--- config.mk ---
export PLATFORM = sky130hd
export DESIGN_NAME = ctps_ctrl
export DESIGN_NICKNAME = d
export VERILOG_FILES = /design/src/ctps_pkg.sv /design/src/ctps_ctrl.sv
export VERILOG_INCLUDE_DIRS = /design/src /design/src/src
export SDC_FILE = /design/constraint.sdc
export NUM_CORES = 1
export LEC_CHECK = 0
export ABC_AREA = 1
export BUFFER_PORTS_ARGS = -buffer_cell sky130_fd_sc_hd__buf_2
export CAP_MARGIN = 25
export CORE_AREA = 4 4 41 43
export CTS_CLUSTER_DIAMETER = 200
export CTS_CLUSTER_SIZE = 12
export DETAILED_ROUTE_END_ITERATION = 10
export DIE_AREA = 0 0 45 47
export GPL_TIMING_DRIVEN = 0
export PLACE_DENSITY = 0.6
export SLEW_MARGIN = 20
export SYNTH_ARGS = -nofsm -noshare
export SYNTH_HDL_FRONTEND = slang
export SYNTH_SLANG_ARGS = --single-unit
--- constraint.sdc ---
create_clock -name clk_i -period 1.1 [get_ports clk_i]
set_clock_uncertainty 0.05 [all_clocks]
set_input_delay 0.22 -clock clk_i [delete_from_list [all_inputs] [get_ports clk_i]]
set_output_delay 0.22 -clock clk_i [all_outputs]
set_load 0.01 [all_outputs]
--- src/code_table_prefix_search_core_assert.svh ---
// Assertion macros used by the block's controller, ctps_ctrl.
`ifndef CODE_TABLE_PREFIX_SEARCH_CORE_ASSERT_SVH
`define CODE_TABLE_PREFIX_SEARCH_CORE_ASSERT_SVH

// Check a property on clk_i, ignored while rst_ni is low.
`define CTPS_ASSERT(lbl, prop, msg) \
  lbl: assert property (@(posedge clk_i) disable iff (!rst_ni) prop) else $error(msg);

// Check a property on clk_i, also during reset.
`define CTPS_ASSERT_RST(lbl, prop, msg) \
  lbl: assert property (@(posedge clk_i) prop) else $error(msg);

`endif

--- src/ctps_pkg.sv ---
package ctps_pkg;

  localparam int TableDepth = 32768;
  localparam int MatchDepth = 4096;

  localparam int RowW   = $clog2(TableDepth);
  localparam int LimW   = $clog2(TableDepth + 1);
  localparam int MatchW = $clog2(MatchDepth);
  localparam int CntW   = $clog2(MatchDepth + 1);

  localparam int KeyW     = 16;
  localparam int NumKeys  = 4;
  localparam int CharW    = 16;
  localparam int KindW    = 2;
  localparam int RowIdxW  = 15;
  localparam int SlotW    = 12;
  localparam int RowsW    = 16;
  localparam int InDataW  = 112;
  localparam int OutDataW = 32;
  localparam int ApbAddrW = 3;
  localparam int ApbDataW = 32;

  typedef enum logic [KindW-1:0] {
    KIND_LOAD   = 2'd0,
    KIND_SEARCH = 2'd1,
    KIND_READ   = 2'd2,
    KIND_CLEAR  = 2'd3
  } kind_e;

  typedef enum logic {
    REG_ENABLE_REGIONAL = 1'b0,
    REG_TABLE_ROWS      = 1'b1
  } reg_e;

  typedef enum logic [2:0] {
    ST_IDLE,
    ST_LOAD,
    ST_SCAN,
    ST_RD_LIST,
    ST_RD_CHAR,
    ST_RESP
  } state_e;

  typedef struct packed {
    logic             enable_regional;
    logic [RowsW-1:0] table_rows;
  } cfg_t;

  typedef struct packed {
    logic latch;
    logic load_we;
    logic start;
    logic scan;
    logic clear;
    logic out_load;
  } cmd_t;

  typedef struct packed {
    kind_e kind;
    logic  scan_done;
  } sts_t;

endpackage

--- src/ctps_ctrl.sv ---
`include "code_table_prefix_search_core_assert.svh"

module ctps_ctrl (
  input  logic            clk_i,
  input  logic            rst_ni,
  input  logic            s_tvalid_i,
  output logic            s_tready_o,
  output logic            m_tvalid_o,
  input  logic            m_tready_i,
  input  ctps_pkg::sts_t  sts_i,
  output ctps_pkg::cmd_t  cmd_o
);

  ctps_pkg::state_e state_q, state_d;
  logic             m_valid_q, m_valid_d;
  logic             accept;
  logic             out_free;

  assign s_tready_o = (state_q == ctps_pkg::ST_IDLE);
  assign accept     = s_tvalid_i && s_tready_o;
  assign out_free   = !m_valid_q || m_tready_i;

  always_comb begin
    state_d = state_q;
    cmd_o   = '0;
    unique case (state_q)
      ctps_pkg::ST_IDLE: begin
        if (accept) begin
          cmd_o.latch = 1'b1;
          unique case (sts_i.kind)
            ctps_pkg::KIND_LOAD:   state_d = ctps_pkg::ST_LOAD;
            ctps_pkg::KIND_SEARCH: begin
              cmd_o.start = 1'b1;
              state_d     = ctps_pkg::ST_SCAN;
            end
            ctps_pkg::KIND_READ:   state_d = ctps_pkg::ST_RD_LIST;
            ctps_pkg::KIND_CLEAR: begin
              cmd_o.clear = 1'b1;
              state_d     = ctps_pkg::ST_RESP;
            end
          endcase
        end
      end
      ctps_pkg::ST_LOAD: begin
        cmd_o.load_we = 1'b1;
        state_d       = ctps_pkg::ST_RESP;
      end
      ctps_pkg::ST_SCAN: begin
        cmd_o.scan = 1'b1;
        if (sts_i.scan_done) begin
          state_d = ctps_pkg::ST_RESP;
        end
      end
      ctps_pkg::ST_RD_LIST: state_d = ctps_pkg::ST_RD_CHAR;
      ctps_pkg::ST_RD_CHAR: state_d = ctps_pkg::ST_RESP;
      ctps_pkg::ST_RESP: begin
        // hold the result until the output register is free
        if (out_free) begin
          cmd_o.out_load = 1'b1;
          state_d        = ctps_pkg::ST_IDLE;
        end
      end
    endcase
  end

  always_comb begin
    m_valid_d = m_valid_q;
    if (cmd_o.out_load) begin
      m_valid_d = 1'b1;
    end else if (m_tready_i) begin
      m_valid_d = 1'b0;
    end
  end

  always_ff @(posedge clk_i or negedge rst_ni) begin
    if (!rst_ni) begin
      state_q   <= ctps_pkg::ST_IDLE;
      m_valid_q <= 1'b0;
    end else begin
      state_q   <= state_d;
      m_valid_q <= m_valid_d;
    end
  end

  assign m_tvalid_o = m_valid_q;

  `CTPS_ASSERT_RST(a_reset_idle, !rst_ni |=> (state_q == ctps_pkg::ST_IDLE && !m_valid_q), "not idle in reset")
  `CTPS_ASSERT(a_search_scans, (accept && sts_i.kind == ctps_pkg::KIND_SEARCH) |=> (state_q == ctps_pkg::ST_SCAN), "search did not enter scan")
  `CTPS_ASSERT(a_scan_ends, (state_q == ctps_pkg::ST_SCAN && sts_i.scan_done) |=> (state_q == ctps_pkg::ST_RESP), "scan end not followed by response")
  `CTPS_ASSERT(a_resp_out, (state_q == ctps_pkg::ST_RESP && out_free) |=> (m_valid_q && state_q == ctps_pkg::ST_IDLE), "response not presented")

endmodule

---- Yosys cells after proc, flatten, opt, wreduce, memory -nomap -nowiden ----
Index checks and enable logic that the tools add are counted.
operators by class
  add/subtract/negate cells ............... 0
  multiply operators ...................... 0
  divide/modulo/power cells ............... 0
  order comparisons ....................... 0
  eq/ne operators ......................... 11
  shifts and indexed selects .............. 0
  mux-type cells .......................... 19
  bitwise gates (word level) .............. 0
  reduce and logical (&&, ||, !) cells .... 8
operators by type and width
  kind                number
  $pmux 3 s5          1
  $mux 1              14
  $pmux 3 s4          1
  $mux 3              3
  $eq 3x2->1 const B  2
  $eq 3x3->1 const B  2
  $eq 2x2->1 const B  2
  $ne 2x2->1 const B  2
  $eq 3x1->1 const B  1
  $logic_not 3->1     1
  $reduce_and 3->1    1
  $eq 2x1->1 const B  1
  $logic_not 2->1     1
  $ne 2x1->1 const B  1
  $reduce_bool 2->1   1
  $reduce_or 2->1     1
  $logic_and 1x1->1   1
  $logic_not 1->1     1
  $logic_or 1x1->1    1
word-level totals
  register bits ........................... 4
  latch bits .............................. 0
  memory bits (writable) .................. 0
  bits in read-only memories .............. 0
  input bits .............................. 7
  output and inout bits ................... 8
  memories ................................ 0

---- Depth between registers and ports, before layout ----
  depth in word-level cells ............... 5
  gate-level depth with buffers ........... 8

---- Worst setup path after synthesis ----
No wires, ideal clock.
  path type ............................... register -> output
  start point ............................. register state_q[1]
  end point ............................... output cmd_o[1] (netlist bit)
  arrival ................................. 1.103 ns
  slack ................................... -0.273 ns
  cell stages (with the launch flop) ...... 4
  path through ............................ dfrtp_1 > nor3_1 > nand2_1 > nor2_1
RTL lines
  item                    RTL line         text
  start, declared         ctps_ctrl.sv:14  ctps_pkg::state_e state_q, state_d;
  start signal, assigned  ctps_ctrl.sv:77  state_q <= ctps_pkg::ST_IDLE;
  start signal, assigned  ctps_ctrl.sv:80  state_q <= state_d;
  end, declared           ctps_ctrl.sv:11  output ctps_pkg::cmd_t cmd_o

==> metrics.yaml <==
timing:
  max_slew.worst_pin.slew_ns: 0.2546
  slew_viol_final: 0
  fin_setup_tns_ns: -2.823
  hold_viol_final: 0
  setup_viol: 10
  worst_slack_ns: -0.3565
  rsz0062_at_grt: "yes"
  whs_ns: 0.1361
  min_period_over_period_pct: 132.4
  max_freq_mhz: 686.6
  fin_crit_ns: 1.457
  maxSlewHeadroom_pct: 82.97
clocking:
  cts_buffer_depth: 2
  htree_levels: 1
  cts.sinks: 4
  clk_pin_slew_ns: 0.04
  root_buffer: "clkbuf_4"
  cts_tree: "done"
  numCtsBuffers: 3
  clock_latency_ns: 0.25
detailed_routing:
  drtIter0Drc: 3
  wl_per_cell_microns: 9.289
  route.detailed.drc: 0
  wirelength_microns: 836
  drt_pass1_iterations: 4
  dr_total_vias: 396
  via_per_inst: 4.400
  postRouteAntennaNets: 0
grt:
  overflow: 0
  grt_max_degree: 6
  grt_first_pass_wirelength_microns: 1449
  grt_pass1_vias: 383
  antenna_found_initial: 0
  grt_use_total_pct: 9.841
worst_hold_path:
  min_to: "m_tvalid_o$_DFFE_PN0P_"
  worst_hold_path_type: "in2reg"
  hp-start: "m_tready_i"
  hold_depth: 2
setup_path:
  cp.required_ns: 0.83
  critPathBufInv: 1
  start_kind: "register"
  path_max_fanout: 4
  timing.rr.start: "state_q[0]$_DFFE_PN0P_"
  reg2reg_setup_slack_ns: -0.25
  r2r-end: "state_q[0]$_DFFE_PN0P_"
  slowest_delay_ns: 0.44
  arrival_ns: 1.19
  path_cells: "nor3_4, nand2_2, nor2_2, buf_2"
  critPathKind: "reg2out"
  critical_path.top_delay_family: "flip-flops"
  cp-end-kind: "output port"
  critPathSlowestCell: "dfrtp_2"
  reg2reg_depth: 10
pwr:
  finalPower_mw: 1.383
  peakVddDrop_v: 0.001055
  p_per_area_mw_per_mm2: 2451
  leakage_nw: 0.3567
finish:
  syn_to_final_growth_pct: 52.36
  design_area_sq_um: 564.3
  multi_input_area_sq_um: 232.7
  final_net_count: 86
  drive_above_1_share_pct: 54.67
  final_common_cell: "buf_2"
  nFillCells: 155
  regArea_sq_um: 103.9
  num_antenna_cells: 0
  utilization_pct: 43.37
  final_cell_mix: "13 x buf_2, 10 x inv_1, 7 x nand2_1"
outcome:
  outcome: "finished with violations"
  violations: "negative setup slack"
floorplan:
  die_w_microns: 45
  ios: 15
  dieArea_sq_mm: 0.002115
  core_region_area_sq_mm: 0.001301
  start_util_pct: 28.46
  fp.dieH_microns: 47
  num_rows: 13
placement:
  place.gp.congestion: 0.8079
  numPortBuffers: 14
  place_area_sq_um: 479.2
  hpwl_microns: 669.7
synthesis:
  syn_inst: 52
  yosys_register_bits: 4
  synth_nets: 62
  ys_warn_count: 0
  ys_types: 16
  syn_area_per_cell_sq_um: 7.122
  synthesis.area_sq_um: 370.4
  ys_seq_area_share_pct: 27.03
flow_run:
  drv_cap: 0
-- per-stage QoR --
step | cells | setup WS (ns)
2_1_floorplan | 52 | -0.08363
3_3_place_gp | 81 | -0.1491
3_5_place_dp | 81 | -0.1540
4_1_cts | 89 | -0.3700
5_1_grt | 90 | -0.4315
6_report | 90 | -0.3565
-- report_power, final --
part / switching [mW] / internal, mW / leakage, nW
combinational: 0.446 / 0.372 / 0.297
sequential: 0.125 / 0.231 / 0.0446
clock: 0.0726 / 0.137 / 0.0150
total: 0.643 / 0.740 / 0.357
-- how the worst max path moves through the flow --
stage | start | cells past startpoint | end
after global placement | state_q[1]$_DFFE_PN0P_ | 5 | cmd_o[0]
after detailed placement | state_q[1]$_DFFE_PN0P_ | 5 | cmd_o[0]
final | state_q[1]$_DFFE_PN0P_ | 4 | cmd_o[3]
after global routing | state_q[1]$_DFFE_PN0P_ | 4 | cmd_o[1]
after CTS | state_q[0]$_DFFE_PN0P_ | 4 | cmd_o[3]
after floorplan | state_q[2]$_DFFE_PN0P_ | 3 | cmd_o[1]
-- layer usage --
metal,track usage (%),share of wire [%]
met3,2.299,2.9
met1,10.14,39
met4,8.772,2.5
met2,16.67,55
met5,0,0
-- sequential cells by signal, indices dropped and copies added, names as in the netlist --
| name | cells |
|---|---|
| m_tvalid_o | 1 |
| state_q | 3 |
-- cells by family (layout without fill, tap and decap cells) --
family,Yosys count,after routing,synth area share [%]
flip-flops,4,4,27.03
AO/OA/AOI/OAI,3,3,5.068
AND/OR/NAND/NOR,26,26,40.54
adder cells (fa/ha/maj),3,3,10.14
buffers and inverters,16,39,17.23
-- what timing repair did --
action | in CTS | in global routing
gates resized for setup | 3 | 2
pin swaps | 2 | 0
setup endpoints to repair | 10 | 10
buffers inserted | 3 | 1
hold buffers | 1 | 0
endpoints found under the hold margin | 4 | 0
-- cells in the mapped netlist --
library cell | instances | area, sq um
o21ai_0 | 1 | 5.000
nor3_2 | 1 | 10.01
nor3_1 | 1 | 5.000
buf_4 | 1 | 7.510
nor2_1 | 7 | 26.28
nand2_4 | 2 | 22.52
ha_1 | 3 | 37.54
nand2_1 | 8 | 30.03
a31oi_1 | 1 | 6.260
inv_1 | 10 | 37.54
o31ai_1 | 1 | 7.510
nand3_2 | 4 | 40.04
dfrtp_1 | 4 | 100.1
nand4_1 | 1 | 6.260
nand3_1 | 2 | 10.01
inv_2 | 5 | 18.77
-- layout make-up --
type | instances | area share, %
buffer | 1 | 1.330
clock buffer | 4 | 4.656
inverter | 15 | 10.42
multi-input combinational | 32 | 41.24
sequential | 4 | 18.40
tap | 15 | 3.326
timing repair buffer | 19 | 20.62
Note: power is estimated with default switching activity, not from simulation.
