--- config.mk ---
export PLATFORM = sky130hd
export DESIGN_NAME = ctps_cfg
export DESIGN_NICKNAME = d
export VERILOG_FILES = /design/src/code_table_prefix_search_core_assert.svh /design/src/ctps_pkg.sv /design/src/ctps_cfg.sv
export SDC_FILE = /design/constraint.sdc
export NUM_CORES = 1
export LEC_CHECK = 0
export BUFFER_PORTS_ARGS = -buffer_cell sky130_fd_sc_hd__buf_2
export CORE_MARGIN = 5
export CORE_UTILIZATION = 27
export DETAILED_ROUTE_END_ITERATION = 10
export PLACE_DENSITY = 0.62
export REMOVE_ABC_BUFFERS = 1
export SLEW_MARGIN = 10
export SYNTH_ARGS = -nofsm -noshare
export SYNTH_HDL_FRONTEND = slang
export SYNTH_SLANG_ARGS = --single-unit
--- constraint.sdc ---
create_clock -name clk_i -period 1.7 [get_ports clk_i]
set_input_delay 0.085 -clock clk_i [delete_from_list [all_inputs] [get_ports clk_i]]
set_output_delay 0.085 -clock clk_i [all_outputs]
set_load 0.01 [all_outputs]
--- src/code_table_prefix_search_core_assert.svh ---
// Assertion macros used by the block's controller, ctps_ctrl.
`ifndef CODE_TABLE_PREFIX_SEARCH_CORE_ASSERT_SVH
`define CODE_TABLE_PREFIX_SEARCH_CORE_ASSERT_SVH

// Check a property on clk_i, ignored while rst_ni is low.
`define CTPS_ASSERT(lbl, prop, msg) \
  lbl: assert property (@(posedge clk_i) disable iff (!rst_ni) prop) else $error(msg);

// Check a property on clk_i, also during reset.
`define CTPS_ASSERT_RST(lbl, prop, msg) \
  lbl: assert property (@(posedge clk_i) prop) else $error(msg);

`endif

--- src/ctps_pkg.sv ---
package ctps_pkg;

  localparam int TableDepth = 32768;
  localparam int MatchDepth = 4096;

  localparam int RowW   = $clog2(TableDepth);
  localparam int LimW   = $clog2(TableDepth + 1);
  localparam int MatchW = $clog2(MatchDepth);
  localparam int CntW   = $clog2(MatchDepth + 1);

  localparam int KeyW     = 16;
  localparam int NumKeys  = 4;
  localparam int CharW    = 16;
  localparam int KindW    = 2;
  localparam int RowIdxW  = 15;
  localparam int SlotW    = 12;
  localparam int RowsW    = 16;
  localparam int InDataW  = 112;
  localparam int OutDataW = 32;
  localparam int ApbAddrW = 3;
  localparam int ApbDataW = 32;

  typedef enum logic [KindW-1:0] {
    KIND_LOAD   = 2'd0,
    KIND_SEARCH = 2'd1,
    KIND_READ   = 2'd2,
    KIND_CLEAR  = 2'd3
  } kind_e;

  typedef enum logic {
    REG_ENABLE_REGIONAL = 1'b0,
    REG_TABLE_ROWS      = 1'b1
  } reg_e;

  typedef enum logic [2:0] {
    ST_IDLE,
    ST_LOAD,
    ST_SCAN,
    ST_RD_LIST,
    ST_RD_CHAR,
    ST_RESP
  } state_e;

  typedef struct packed {
    logic             enable_regional;
    logic [RowsW-1:0] table_rows;
  } cfg_t;

  typedef struct packed {
    logic latch;
    logic load_we;
    logic start;
    logic scan;
    logic clear;
    logic out_load;
  } cmd_t;

  typedef struct packed {
    kind_e kind;
    logic  scan_done;
  } sts_t;

endpackage

--- src/ctps_cfg.sv ---
module ctps_cfg (
  input  logic                           clk_i,
  input  logic                           rst_ni,
  input  logic                           psel,
  input  logic                           penable,
  input  logic                           pwrite,
  input  logic [ctps_pkg::ApbAddrW-1:0]  paddr,
  input  logic [ctps_pkg::ApbDataW-1:0]  pwdata,
  output logic [ctps_pkg::ApbDataW-1:0]  prdata,
  output logic                           pready,
  output ctps_pkg::cfg_t                 cfg_o
);

  ctps_pkg::cfg_t cfg_q, cfg_d;
  ctps_pkg::reg_e sel;
  logic           wr;

  assign pready = 1'b1;
  assign wr     = psel && penable && pwrite && pready;
  // byte offset bits are ignored
  assign sel    = ctps_pkg::reg_e'(paddr[2]);

  always_comb begin
    cfg_d = cfg_q;
    if (wr) begin
      unique case (sel)
        ctps_pkg::REG_ENABLE_REGIONAL: cfg_d.enable_regional = pwdata[0];
        ctps_pkg::REG_TABLE_ROWS:      cfg_d.table_rows = pwdata[ctps_pkg::RowsW-1:0];
      endcase
    end
  end

  always_comb begin
    unique case (sel)
      ctps_pkg::REG_ENABLE_REGIONAL: prdata = {{(ctps_pkg::ApbDataW-1){1'b0}},
                                               cfg_q.enable_regional};
      ctps_pkg::REG_TABLE_ROWS:      prdata = {{(ctps_pkg::ApbDataW-ctps_pkg::RowsW){1'b0}},
                                               cfg_q.table_rows};
    endcase
  end

  always_ff @(posedge clk_i or negedge rst_ni) begin
    if (!rst_ni) begin
      cfg_q <= '0;
    end else begin
      cfg_q <= cfg_d;
    end
  end

  assign cfg_o = cfg_q;

endmodule

# Yosys cells after proc, flatten, opt, wreduce, memory -nomap -nowiden
# Cells that the tools add are included.
[op_classes]
add_sub_neg = 0
n_mul = 0
n_div = 0
n_shift = 0
n_bitwise = 1
order_cmp = 0
n_mux = 1
n_reduce_logical = 4
n_eq_ne = 0
[ops]
columns = ["operator", "count"]
rows = [
  ["32-bit case mux with 2 select lines", 1],
  ["2-bit AND reduction", 2],
  ["1-bit logical AND", 2],
  ["1-bit NOT", 1],
]
[word_totals]
word_cells = 8
latch_bits = 0
regBits = 17
inputBits = 40
mem_count = 0
mem_bits_ro = 0
ramBits = 0
output_inout_bits = 50

# Logic depth before layout (Yosys ltp)
# Gate-level depths: netlist of run 1.
[logic_depth]
depth_word = 3
depth_mapped = 4
mapped_depth_nobuf = 2

# Worst setup path before layout of run 1
# Ideal clock, no wire load.
[synth_path]
kind = "input port to flip-flop"
startpoint = "input port paddr[2] (netlist bit)"
endpoint = "register cfg_q, in the netlist cfg_o[0]"
setup_slack_ns = 0.802
setup_ns = 0.125
required_time_ns = 1.575
path_buffers = 2
cell_stages = 4
t_arrival_ns = 0.773
cell_sequence = "buf_6 > nand4_4 > buf_6 > mux2_4"
[synth_between]
elab_chain_cells = 1
[synth_lines]
columns = ["item", "line", "text"]
rows = [
  ["start: declaration", "ctps_cfg.sv:7", "input logic [ctps_pkg::ApbAddrW-1:0] paddr,"],
  ["2-bit AND reduction (no line)", "--", ""],
  ["end signal: assignment", "ctps_cfg.sv:46", "cfg_q <= cfg_d;"],
  ["end: declaration", "ctps_cfg.sv:14", "ctps_pkg::cfg_t cfg_q, cfg_d;"],
]
# No other way between the ends.
# A chain may end at the register's enable or synchronous reset.

# Worst setup path in the final report of run 1
[layout_path]
startpoint = "register cfg_q, in the netlist cfg_o[0]"
endpoint = "output port prdata[0] (netlist bit)"
[layout_between]
elab_chain_cells = 1
[layout_lines]
columns = ["item", "line", "text"]
rows = [
  ["32-bit case mux with 2 select lines", "ctps_cfg.sv:34", "unique case (sel)"],
  ["end: declaration", "ctps_cfg.sv:9", "output logic [ctps_pkg::ApbDataW-1:0] prdata,"],
]
# No other way between the ends. The select of a mux whose other input is x is not followed.

==> run_results.csv, run 1 <==
group,metric,value,unit
clock_network,root_buffer,"clkbuf_4",
sta,period_minus_slack,1.17,ns
power,p_clk_share,18.0,%
floorplan,core,3360,µm²
setup_path,path_class,"flop to primary output",
sta,period_share,69.0,%
setup_path,crit_path_start_kind,"flop",
yosys,postSynthCellCount,74,
place,port_buffers,54,
power,power.density,946,nW/µm²
detailed_routing,drt_wl_total,2.14,mm
sta,rsz0062_at_grt,"false",
detailed_routing,via_count,702,
sta,fmax,852,MHz
global_routing,grt_pass1_vias,715,
clock_network,clk_pin_slew_worst_paths,0.11,ns
sta,whs,0.0211,ns
finish,areaGrowthSynthToFinish,36.3,%
finish,drive_above_1_share,57.4,%
sta,setup-violations-final,0,
min_path,min_path_type,"input port to flop",
yosys,ys_ff_latch,17,
detailed_routing,via_per_inst,3.86,
run_status,status,"finished clean",
floorplan,num_rows,21,
power,seqPwrFrac,44.9,%
power,p_leak,0.000721,µW
detailed_routing,firstDrtPassIters,2,
sta,clock_skew,0,ns
global_routing,grt_max_degree,18,
power,peakVddDrop,0.000358,V
floorplan,ioPinCount,90,
detailed_routing,drc_errors,0,
clock_network,cts_sinks,17,
setup_path,crit_required,1.62,ns
place,gp_congestion,0.756,
sta,maxSlewViolCount,0,
setup_path,crit_arrival,1.09,ns
setup_path,max_stage_delay,0.40,ns
floorplan,design.die.area,4810,µm²
setup_path,regToRegSetupSlack,0.92,ns
floorplan,start_util,28.3,%
detailed_routing,wl_per_cell,11.7,µm
yosys,yosysSeqAreaShare,44.7,%
floorplan,die_w,69.3,µm
yosys,syn_avg_cell_area,12.9,µm²
global_routing,gr-total-overflow,0,
clock_network,post_cts_resized,0,
global_routing,antenna_found_initial,0,
yosys,synth.distinct_cells,10,
power,switching_share,32.3,%
detailed_routing,ant_nets,0,
setup_path,crit_chain,"mux2_2 > buf_2",
run,maxCapViolCount,0,
place,hpwl,1.60,mm
yosys,yosys_warnings,0,
clock_network,clockBufferDepth,2,
setup_path,crit_slowest_cell,"dfrtp_1",
setup_path,worst-path-max-fanout,3,
global_routing,track_usage,8.78,%
power,p_sw,397,µW
finish,num-nets-final,177,
power,internal-power,830,µW
clock_network,clock_latency,0.29,ns
global_routing,grt_pass1_wl,3.40,mm
finish,n_antenna_cell,0,
setup_path,end_kind,"primary output",
sta,tns,0,ns
clock_network,htree_levels,1,
detailed_routing,dr.first_iter.drc_count,6,
sta,hold_viol_final,0,
clock_network,cts_tree,"done",
setup_path,path_buf_inv,1,
finish,largest_reg_flops,17,
power,pwr-share-comb,37.1,%
floorplan,die-height,69.3,µm
setup_path,cp_top_family,"flip-flops",
yosys,netlist_area,951,µm²
clock_network,numCtsBuffers,3,
-- metal layers --
layer	routed length [µm]	GRT usage [%]	vias up
met5	0	0	-
met4	0	0.651	0
met3	317	5.80	0
met2	1010	15.0	49
met1	809	9.38	321
li1	-	-	332
-- cells in the final DEF (no fill, tap or decap) --
cell           instances
mux2_4                10
nand4b_1               1
mux2_2                 8
dfrtp_1               17
clkinv_2               1
clkbuf_4               3
buf_2                 54
buf_4                  1
conb_1                17
dlygate4sd3_1          8
nand4_4                1
and2_1                15
-- repair_timing --
| item | CTS | global route |
|---|---|---|
| hold buffers | 8 | 0 |
| setup buffers | 0 | 0 |
| endpoints found under the hold margin | 24 | 0 |
-- final timing paths --
path | startpoint | end | cells past startpoint
worst max-delay path | cfg_o[0] | prdata[0] | 2
worst min-delay path | pwdata[10] | cfg_o[10] | 2
worst max register to register | cfg_o[9] | cfg_o[9] | 1
worst min register to register | cfg_o[11] | cfg_o[11] | 1
max in group asynchronous | rst_ni | cfg_o[16] | 2
min in group asynchronous | rst_ni | cfg_o[5] | 2
-- power by group through the flow --
stage / combinational [µW] / sequential (µW) / clock, µW
after floorplan: 201 / 599 / 0
after global placement: 443 / 552 / 0
after detailed placement: 447 / 558 / 0
after CTS: 463 / 551 / 241
after global routing: 496 / 564 / 249
final: 455 / 550 / 221
-- through the flow --
stage          setup WS [ns]  area [µm²]  instances  total power (µW)  utilization [%]
6_report               0.527        1300        182              1230             38.5
5_1_grt                0.477        1300        182              1310             38.5
4_1_cts                0.511        1300        182              1250             38.5
3_5_place_dp           0.588        1190        170              1010             35.3
2_1_floorplan          0.854         853         69               800                -
3_3_place_gp           0.608        1190        170               995             35.3
-- cell usage after synthesis --
library cell / instances / share of area (%)
mux2_4: 10 / 16
nand4b_1: 1 / 0.92
conb_1: 2 / 0.79
nand4_4: 1 / 2.2
clkbuf_1: 1 / 0.39
mux2_2: 8 / 9.5
dfrtp_1: 17 / 45
buf_6: 2 / 2.4
and2_1: 15 / 9.9
buf_4: 17 / 13
-- cell families (layout without fill, tap and decap cells) --
family                 after synthesis  after routing  synth area share, %
AND/OR/NAND/NOR                     17             17                 13.0
flip-flops                          17             17                 44.7
buffers and inverters               20             67                 16.2
other                                2             17                0.790
multiplexers                        18             18                 25.3
-- layout make-up --
type,instances,area [µm²]
Timing Repair Buffer,63,358
Clock inverter,1,5.00
Tap cell,46,57.6
Multi-Input combinational cell,52,428
Sequential cell,17,425
Clock buffer,3,22.5
Fill cell,338,2070
Note: power is estimated with default switching activity, not from simulation.
==> run 2: changes to the inputs <==
- clock period: 1.7 -> 1.14 ns (I/O delays scaled with it)
==> run_results.csv, run 2 (synthesis gave the netlist of run 1 again) <==
group,metric,value,unit
detailed_routing,wl_per_cell,11.9,µm
floorplan,die_w,69.3,µm
min_path,min_path_type,"input port to flop",
detailed_routing,drt_wl_total,2.31,mm
detailed_routing,via_count,763,
setup_path,crit_chain,"mux2_4 > buf_6",
finish,nFillCells,336,
sta,period_share,99.5,%
power,peakVddDrop,0.000515,V
setup_path,crit_required,1.08,ns
clock_network,root_buffer,"clkbuf_4",
sta,fmax,881,MHz
place,dp_slack,0.181,ns
finish,final_common_cell,"buf_2",
setup_path,cp_top_family,"flip-flops",
clock_network,clk_pin_slew_worst_paths,0.10,ns
place,port_buffers,54,
run,maxCapViolCount,0,
setup_path,path_class,"flop to primary output",
sta,clock_skew,0,ns
clock_network,clockBufferDepth,2,
finish,final_cell_mix,"buf_2 (53), conb_1 (17), dfrtp_1 (17), dlygate4sd3_1 (17), and2_1 (15)",
power,p_total,1910,µW
setup_path,path_buf_inv,1,
sta,setup-violations-final,0,
floorplan,num_rows,21,
clock_network,cts_sinks,17,
detailed_routing,ant_nets,0,
power,power.density,1340,nW/µm²
sta,maxSlewViolCount,0,
global_routing,grt_max_degree,18,
clock_network,clock_latency,0.28,ns
clock_network,numCtsBuffers,3,
place,hpwl,1.75,mm
detailed_routing,drc_errors,0,
setup_path,crit_slowest_cell,"dfrtp_1",
power,p_leak,0.000779,µW
floorplan,design.die.area,4810,µm²
floorplan,die-height,69.3,µm
floorplan,start_util,28.3,%
global_routing,gr-total-overflow,0,
finish,areaGrowthSynthToFinish,50.3,%
setup_path,crit_path_start_kind,"flop",
floorplan,ioPinCount,90,
finish,n_antenna_cell,0,
sta,period_minus_slack,1.13,ns
floorplan,core,3360,µm²
global_routing,grt_pass1_vias,774,
place,gp_congestion,0.749,
global_routing,grt_pass1_wl,3.64,mm
finish,largest_reg_flops,17,
sta,whs,0.160,ns
global_routing,antenna_found_initial,0,
setup_path,worst-path-max-fanout,2,
detailed_routing,via_per_inst,3.91,
clock_network,htree_levels,1,
setup_path,end_kind,"primary output",
finish,num-nets-final,190,
global_routing,track_usage,9.31,%
run_status,status,"finished clean",
clock_network,cts_tree,"done",
detailed_routing,firstDrtPassIters,2,
sta,hold_viol_final,0,
finish,fin_util,42.5,%
setup_path,max_stage_delay,0.40,ns
sta,rsz0062_at_grt,"true",
finish,drive_above_1_share,55.0,%
setup_path,crit_arrival,1.08,ns
sta,worst_slack,0.00523,ns
detailed_routing,dr.first_iter.drc_count,6,
==> run 2: cell types whose count changed in the layout (fill, tap and decap cells not counted), sizes merged <==
cell	before	now
dlygate4sd3	8	17
buf	55	59
clkinv	1	0
clkinvlp	0	1
==> run 2: worst paths after layout <==
kind | start | endpoint | slack (ns) | depth (start not counted)
worst max-delay path | cfg_o[0] | prdata[0] | 0.005 | 2
min in group asynchronous | rst_ni | cfg_o[5] | 0.21 | 2
worst min-delay path | penable | cfg_o[16] | 0.16 | 3
max in group asynchronous | rst_ni | cfg_o[0] | 0.64 | 2
worst max register to register | cfg_o[0] | cfg_o[0] | 0.25 | 2
worst min register to register | cfg_o[10] | cfg_o[10] | 0.53 | 1
==> run 2: layout make-up <==
type                    count  area, µm²  area share (%)
clock buffers               3       22.5            1.58
clock inverters             1       7.51           0.525
multi-input cells          52        432            30.2
flip-flops and latches     17        425            29.8
well taps                  46       57.6            4.03
repair buffers             76        484            33.9
==> run 2: what timing repair did <==
item,CTS,global route
setup endpoints to repair,1,1
hold buffers,17,0
gates resized for setup,1,1
hold endpoints to repair,33,0
setup buffers,1,1
==> run 2: report_power, final <==
| group | switching (µW) | internal (µW) | leakage [µW] |
|---|---|---|---|
| sequential | 85.3 | 736 | 0.000204 |
| combinational | 324 | 427 | 0.000561 |
| clock | 202 | 133 | 0.0000139 |
| total | 612 | 1300 | 0.000779 |
==> run 2: layer usage <==
| layer | GRT usage [%] | up-vias | share of wire [%] |
|---|---|---|---|
| li1 | - | 358 | - |
| met1 | 9.52 | 358 | 37 |
| met2 | 16.9 | 47 | 50 |
| met3 | 4.20 | 0 | 13 |
| met4 | 2.60 | 0 | 0 |
| met5 | 0 | - | 0 |
==> run 2: through the flow <==
| stage | setup TNS (ns) | cell area [µm²] | cells |
|---|---|---|---|
| after global routing | -0.0435 | 1430 | 195 |
| after detailed placement | 0 | 1200 | 172 |
| after floorplan | 0 | 853 | 69 |
| final | 0 | 1430 | 195 |
| after global placement | 0 | 1200 | 172 |
| after CTS | -0.0177 | 1420 | 194 |
==> run 2: worst reg2reg max path: stages, from the launching register on <==
cell     delay (ns)
dfrtp_1        0.40
buf_4          0.14
mux2_4         0.24
